**src/tte_pkg.sv**
```systemverilog
`timescale 1ns / 1ps

package tte_pkg;

    localparam logic [1:0] KIND_STORE = 2'd0;
    localparam logic [1:0] KIND_PROBE = 2'd1;
    localparam logic [1:0] KIND_READ  = 2'd2;

    localparam logic [1:0] BOUND_EXACT = 2'd1;
    localparam logic [1:0] BOUND_UPPER = 2'd2;
    localparam logic [1:0] BOUND_LOWER = 2'd3;

    localparam logic [1:0] OUTCOME_KEPT   = 2'd0;
    localparam logic [1:0] OUTCOME_FILL   = 2'd1;
    localparam logic [1:0] OUTCOME_DEEPER = 2'd2;
    localparam logic [1:0] OUTCOME_AGE    = 2'd3;

    typedef struct packed {
        logic [1:0]         kind;
        logic [63:0]        hash_key;
        logic [15:0]        best_move;
        logic signed [15:0] score;
        logic [1:0]         bound_kind;
        logic [7:0]         depth;
        logic [7:0]         search_age;
        logic signed [15:0] alpha;
        logic signed [15:0] beta;
    } t_req;

    typedef struct packed {
        logic               usable;
        logic               found;
        logic signed [15:0] out_score;
        logic [15:0]        out_move;
        logic [1:0]         out_bound;
        logic [7:0]         out_depth;
        logic [7:0]         out_age;
        logic [1:0]         store_outcome;
    } t_rsp;

    typedef struct packed {
        logic [63:0]        key;
        logic [15:0]        move;
        logic signed [15:0] score;
        logic [1:0]         bound;
        logic [7:0]         depth;
        logic [7:0]         age;
    } t_entry;

    typedef struct packed {
        logic clr_en;
        logic load;
        logic rd_en;
        logic exec;
    } t_ctl;

    typedef struct packed {
        logic clr_last;
    } t_sts;

endpackage

```
**src/tte_ctrl.sv**
```systemverilog
`timescale 1ns / 1ps

module tte_ctrl
    import tte_pkg::*;
(
    input  logic i_clk,
    input  logic i_rst_n,
    input  logic start,
    output logic busy,
    input  t_sts i_sts,
    output t_ctl o_ctl
);

    typedef enum logic [1:0] {
        S_CLEAR,
        S_IDLE,
        S_READ,
        S_EXEC
    } t_state;

    t_state r_state;
    logic   r_busy;

    always_ff @(posedge i_clk) begin
        if (!i_rst_n) begin
            r_state <= S_CLEAR;
            r_busy  <= 1'b1;
        end else begin
            case (r_state)
                S_CLEAR: begin
                    if (i_sts.clr_last) begin
                        r_state <= S_IDLE;
                        r_busy  <= 1'b0;
                    end
                end
                S_IDLE: begin
                    if (start) begin
                        r_state <= S_READ;
                        r_busy  <= 1'b1;
                    end
                end
                S_READ: begin
                    r_state <= S_EXEC;
                end
                S_EXEC: begin
                    r_state <= S_IDLE;
                    r_busy  <= 1'b0;
                end
                default: begin
                    r_state <= S_CLEAR;
                    r_busy  <= 1'b1;
                end
            endcase
        end
    end

    assign busy  = r_busy;
    assign o_ctl = '{clr_en: (r_state == S_CLEAR),
                     load:   (r_state == S_IDLE) && start,
                     rd_en:  (r_state == S_READ),
                     exec:   (r_state == S_EXEC)};

endmodule

```
**config.mk**
```make
export PLATFORM = sky130hd
export DESIGN_NAME = tte_ctrl
export DESIGN_NICKNAME = d
export VERILOG_FILES = /design/src/tte_pkg.sv /design/src/tte_ctrl.sv
export SDC_FILE = /design/constraint.sdc
export NUM_CORES = 1
export LEC_CHECK = 0
export BUFFER_PORTS_ARGS = -buffer_cell sky130_fd_sc_hd__buf_2
export CAP_MARGIN = 10
export CORE_AREA = 2 2 39 41
export CTS_CLUSTER_DIAMETER = 60
export CTS_CLUSTER_SIZE = 16
export DETAILED_ROUTE_END_ITERATION = 8
export DIE_AREA = 0 0 41 43
export SETUP_SLACK_MARGIN = 0.4
export SKIP_LAST_GASP = 1
export SLEW_MARGIN = 20
export SYNTH_ARGS = -nofsm -noshare
export SYNTH_HDL_FRONTEND = slang
export SYNTH_SLANG_ARGS = --single-unit
```
**constraint.sdc**
```tcl
create_clock -name i_clk -period 4.05 [get_ports i_clk]
set_clock_uncertainty 0.15 [all_clocks]
set_input_delay 0.2025 -clock i_clk [delete_from_list [all_inputs] [get_ports i_clk]]
set_output_delay 0.2025 -clock i_clk [all_outputs]
set_load 0.03 [all_outputs]
```
==> impl_summary.md, run 1 <==
Hold path
The worst hold path belongs to the class in -> reg. The startpoint of the most critical hold path is i_rst_n.

Synthesis
Sorting the synthesized cells by area gives the leading types as dfxtp_1, ha_1, nand2b_4. The cell area after technology mapping is 208 um^2. The number of enable flip-flop cells after synthesis is 0.

In the post-synthesis netlist, the cell with the most instances is ha_1. The number of register bits inferred by synthesis is 3. The share of the yosys chip area belonging to registers is 28.9%. The synthesized instance count is 22.

Averaged over all synthesized cells, the footprint is roughly 9.4 um^2. Of all flip-flops after synthesis, the portion carrying an async set or reset was 0%. The most instantiated flip-flop cell in the synthesis netlist is dfxtp_1. The area share of the largest cell type after synthesis is 28.9%. dfxtp_1 takes more of the synthesized area than any other cell. For this run, the number of Yosys warnings is 0.

In this run, distinct cell masters in the synthesized netlist total 14. Ranked by instance count, the synthesized netlist is headed by ha_1, dfxtp_1, inv_1. When the netlist entered floorplanning its net count stood at 30.

Power and ir drop
In this run, the combinational gates consume 57.8% of the power. IR analysis of the VDD net gives a maximum drop of 0.000215 V. Power spread over the standard cell area amounts to 889 nW/um^2. The reported net switching power is 0.000124 W.

In this run switching power makes up 47.5% of total power. The part of the total power dissipated in the clock network is roughly a fifth. The internal power of the cells totals 0.000137 W. The portion of total power attributed to sequential cells is 22.1%. The leakage power figure is 0.152 nW.

Clock network
The number of hold buffers added after CTS was 0. The total setup buffers inserted after CTS is 0. The root buffer cell is clkbuf_4. The source-to-sink clock delay at the later pin of the worst-skew pair is 0.23 ns.

The number of gates resized after CTS is 0. The register clock-pin slew on the reported worst setup and hold paths is 0.04 ns. The CTS tree is built. In this run, CTS created clock tree buffers numbering 3. The number of H-tree levels is 1.

The number of clock sinks is 3. The buffer levels on the longest clock path is 2.

Critical path
The number of cells on the worst reg-to-reg path is 5. The start point of the critical path is r_state[1]. The reg-to-reg critical path endpoint is busy. The type of element capturing the critical path is an output pin. The data required time at the worst endpoint is between 3 and 4 ns. Setup slack on the worst reg-to-reg path comes out at 2.68 ns.

The worst setup path endpoint is o_ctl[2]. The category of the worst setup path launch point is a register. The maximum net fanout on the critical path is 4.

The critical path is of the reg -> out type. The worst flop-to-flop path startpoint is r_state[0]. At the worst endpoint, the arrival time is 1.24 ns.

Die
The placement row count is 14. The placeable core area is 1380 um^2. The starting density of the core is 15.0%. In this run the count of I/O pins placed on the die edge is 9.

The die covers 1760 um^2. The vertical extent of the die is 43 um. The horizontal extent of the die is 41 um.

Cells and area
In the final layout, flip-flops and latches occupy between 60 and 70 um^2. Of the cells placed in the final design, the portion with a size suffix greater than 1 is 38.2%. The area overhead of the layout relative to synthesis is 41.6%. The number of diodes is 0. Counting the fill cells in the layout gives 153. After the last flow step, the layout net total stands at 43. The combined area of the multi-input logic cells is 136 um^2.

Global route
The number of antenna violations at the first check in global routing was 0. After global routing, the most crowded layer is met2. For met2 alone, demand over resource in global routing was 8.75%. The global-route track usage on met3 is under 10%.

The residual overflow from global routing is 0. The first-pass GRT wire length is 683 um. The met1 track utilization from global routing is under 10%. Entering global routing, the biggest net connects 7 pins. The overall fraction of global-route tracks in use is 6.32%. The via count of the first global-routing pass is 186.

Detailed routing
The routed layout has 198 vias. The routed wire length is 452 um. The pre-antenna-repair detailed-routing pass consisted of 3 iterations. The number of vias per cell after detailed routing is 3.96. The routed wire length per instance is 9.04 um. In the routed design, unresolved DRC markers number 0. For this block, the initial DRC count from the detailed router was 2. The count of nets left with antenna violations once routing finished came out at 0.

Timing
The post-route clock period utilization is 39.3%. The final count of pins violating max slew was 0. Setup violations remaining at the end of the flow were counted as 0. The clock period minus worst slack is 1.59 ns. The transition at the pin with the smallest max-transition slack is 0.175 ns.

Final hold analysis gives a worst-case slack of 0.0607 ns. The worst-case headroom to the max-slew limit is 88.3%. The top achievable clock speed is between 0.6 and 0.7 GHz. The count of endpoints failing hold in the final timing report was 0. The final total negative setup slack is 0 ns.

Setup repair after global routing left no endpoint under its margin. Across all setup checks in the final design, the least slack found is 2.46 ns.

Run
Max-cap violations in this run came to 0.

Place
The pre-CTS setup slack is 2.68 ns. The weighted congestion reported at the end of routability-driven placement is 0.608. Once detailed placement completed, the half-perimeter wirelength came to 368 um. Input and output buffers added on the ports amount to 8.

Run status
The run finished with clean final reports.
==> through the flow <==
stage / instance area (um^2) / total power (W) / utilization (%) / std cells
2_1_floorplan: 208 / 0.000177 / - / 22
3_3_place_gp: 268 / 0.000208 / 19.3 / 46
3_5_place_dp: 268 / 0.000212 / 19.3 / 46
4_1_cts: 294 / 0.000267 / 21.2 / 50
5_1_grt: 294 / 0.000286 / 21.2 / 50
6_report: 294 / 0.000261 / 21.2 / 50
==> area by class of cell <==
type	count	share of cell area, %
clock buffers	4	8.94
inverters	3	3.83
multi-input cells	16	46.4
flip-flops and latches	3	20.4
well taps	16	6.81
repair buffers	8	13.6
==> per-layer routing <==
metal	wire (um)	share of wire [%]
met1	186	41
met3	52	12
met5	0	0
met2	213	47
met4	0	0
==> registers in the layout (all words and copies together) (netlist names) <==
name and cells:
busy 1, r_state 2
==> power by group through the flow <==
stage | sequential [W] | combinational [W] | clock [W]
floorplan | 0.0000655 | 0.000111 | 0
global placement | 0.0000577 | 0.000150 | 0
detailed placement | 0.0000581 | 0.000154 | 0
CTS | 0.0000577 | 0.000154 | 0.0000552
global route | 0.0000599 | 0.000168 | 0.0000587
finish | 0.0000578 | 0.000151 | 0.0000524
==> cells by family after synthesis <==
logic type / share of synthesized area, %
buffers and inverters: 5.42
and+or+nand+nor: 24.1
AOI/OAI and AO/OA: 17.5
adders and majority gates: 24.1
DFF: 28.9
==> worst min-delay path by stage <==
stage                     depth (start not counted)  endpoint  slack (ns)
after floorplan                                   1      busy        0.13
after global placement                            2      busy        0.29
after detailed placement                          2      busy        0.30
after CTS                                         2      busy        0.06
after global routing                              2      busy        0.05
final                                             2      busy        0.06
==> layout by cell type (no fill, tap or decap) <==
cell type / n
a31oi_1: 1
a21oi_1: 1
nand2b_1: 1
inv_1: 3
a32o_1: 1
nor3b_1: 1
o21ai_1: 1
a41o_1: 1
clkbuf_1: 1
dfxtp_1: 3
nand2b_4: 1
and2_2: 1
clkbuf_4: 3
buf_2: 8
and2b_1: 1
nand2_1: 2
ha_1: 4
==> critical path, cell delays in order (launching register included) <==
cell	delay [ns]
dfxtp_1	0.36
inv_1	0.08
ha_1	0.22
and2_2	0.18
buf_2	0.17
No activity file was read; power rests on OpenSTA's default activity.
==> run 2: changes to the inputs <==
- clock period: 4.05 -> 1.5 ns (I/O delays scaled with it)
==> impl_summary.md, run 2 (synthesized netlist as in run 1, its figures left out) <==
Run status
The flow ran to the end, and the final reports show no timing, DRC or antenna violations.

Power and ir drop
In this run the static leakage power is ~0.18 nW. In this run, flip-flops and latches consume 18.9% of the power. For this design the total switching power over the nets is between 0.0004 and 0.0005 W. The part of the total power dissipated in the clock network is 14.1%.

The share of total power dissipated in combinational logic is ~67%. Dividing total power by cell area gives a power density of 2410 nW/um^2. Across the VDD grid, the largest voltage drop is 0.000656 V. The design internal power is ~0.00055 W. Net switching is a little over two fifths of the power.

Global route
The overall fraction of global-route tracks in use is under 10%. The first-pass GRT wire length is 869 um. The number of antenna violations at the first check in global routing is 0. The via count of the first global-routing pass came to 217. For this run the aggregate overflow at the end of global routing stands at 0. Entering global routing, the biggest net connects 7 pins.

Timing
Setup repair after global routing could not meet its margin everywhere. For the pin with the worst max-slew slack, the measured transition is 0.139 ns. Based on the critical path, the design can be clocked at up to 0.794 GHz.

The count of endpoints failing hold in the final timing report is 0. Setup violations remaining at the end of the flow were counted as 0. The final count of pins violating max slew was 0. Adding up every negative setup slack in the final design gives 0 ns. After layout, the worst path uses 84.0% of the clock period. In this run the tightest slew margin relative to its limit is 90.7%. For the finished layout, the period the worst path requires is 1.26 ns.

Place
The weighted congestion reported at the end of routability-driven placement is between 0.6 and 0.7. The post-detailed-placement cell area is between 200 and 300 um^2. The count of port buffers added during placement is 8.

Detailed routing
The routed wire length is 506 um. Once detail routing completed, the nets flagged for antenna violations numbered 0. In this run, the number of DRC markers left after iteration 0 of detailed routing was 4.

The total via count in the routed design is around 220. Before antenna repair, the detailed router went through 4 iterations. Dividing the detail-routed wire length by the instance count gives about 9.5 um. The remaining design rule violation count is 0. In the routed layout, each cell is associated on average with a via count of approximately 4.

Die
The die area is 1760 um^2. The initial utilization of the core area, before any placement, comes to 15.0%. The floorplan has 14 rows. From bottom edge to top edge, the die measures roughly 43 um. During I/O placement, the number of pins put on the boundary was 9. The horizontal extent of the die is 41 um. The placeable core area is 1380 um^2.

Cells and area
The library cells used most frequently in the layout, excluding fill and tap cells, are buf_2, buf_6, ha_4, clkbuf_4. The cell area after layout is approximately 400 um^2. The register with the highest flop count is r_state. From synthesis to final layout, the design area changed by 94.6%. The final cell utilization of the core is between 20% and 30%. The repair_antennas step left the layout with diodes totalling 0. The share of post-route cells with drive strength above 1 is 67.6%. The flip-flop count of the largest register, all copies and words added is 2. The count of nets after finishing is between 40 and 50.

Clock network
The root buffer cell is clkbuf_4. The register clock-pin slew on the reported worst setup and hold paths is 0.04 ns. The buffer levels on the longest clock path is 2. The source-to-sink clock delay at the later pin of the worst-skew pair is 0.23 ns. The number of H-tree levels is 1. Buffers inserted during clock tree synthesis total 3.

Clock tree synthesis found a total of 3 sinks. The CTS tree is built.

Run
The number of max-cap violations is 0.

Critical path
The maximum net fanout on the critical path is 4. The worst endpoint data arrival time is 1.04 ns. STA classifies the critical path endpoint as an output pin.

The critical path class is reg -> out. The data required time at the worst endpoint is 1.27 ns. The category of the worst setup path launch point is a register.

Hold path
The type of the tightest min-delay check is in -> reg.
-- run 2: cell count changes in the layout (fill, tap and decap cells not counted), moves of 2 or more --
cell | previous run | this run
buf_4 | 0 | 2
dfxtp_1 | 3 | 1
inv_4 | 0 | 2
buf_6 | 0 | 4
inv_1 | 3 | 1
ha_1 | 4 | 0
ha_4 | 0 | 3
buf_2 | 8 | 4
-- run 2: per-stage QoR --
stage                     power, W  worst slack (ns)  cells  hold slack [ns]
after global placement    0.000616             0.256     46            0.168
after CTS                 0.000957             0.229     53          0.00754
final                     0.000974             0.240     53           0.0130
after global routing       0.00105             0.206     53           0.0314
after floorplan           0.000542             0.293     22          0.00499
after detailed placement  0.000635             0.248     46            0.186
-- run 2: timing repair --
action | CTS | global route
gates resized for setup | 16 | 2
hold buffers | 1 | 0
endpoints found under the hold margin | 1 | 0
pin swaps | 2 | 0
setup buffers | 2 | 0
endpoints found under the setup margin | 7 | 7
-- run 2: layout make-up --
cell class	count	area (um^2)
repair buffers	11	90.1
multi-input cells	16	186
clock buffers	4	26.3
inverters	3	16.3
fillers	149	980
well taps	16	20.0
flip-flops and latches	3	65.1
-- run 2: power by group through the flow --
stage	Clock [W]	Sequential [W]	Combinational (W)
after floorplan	0	0.000188	0.000354
after global placement	0	0.000167	0.000450
after detailed placement	0	0.000169	0.000465
after CTS	0.000146	0.000183	0.000628
after global routing	0.000155	0.000188	0.000711
final	0.000138	0.000184	0.000652
-- run 2: worst max-delay path, stage by stage, from the launching register on --
cell and delay, ns:
dfxtp_2 0.34, inv_4 0.05, ha_4 0.16, and2_4 0.13
buf_6 0.13
-- run 2: worst paths after layout --
check             start  slack [ns]    endpoint  cells past startpoint
min             i_rst_n        0.01  r_state[1]                      2
max reg2reg  r_state[0]        0.28        busy                      5
max          r_state[1]        0.24    o_ctl[2]                      4
min reg2reg        busy        0.38        busy                      2
-- run 2: metal layers --
layer  routed length [um]  global-route usage [%]  vias up
met1                  192                    7.64      108
li1                     -                       -      104
met3                   38                    3.14        0
met2                  275                    11.3        5
met4                    0                    6.00        0
met5                    0                       0        -
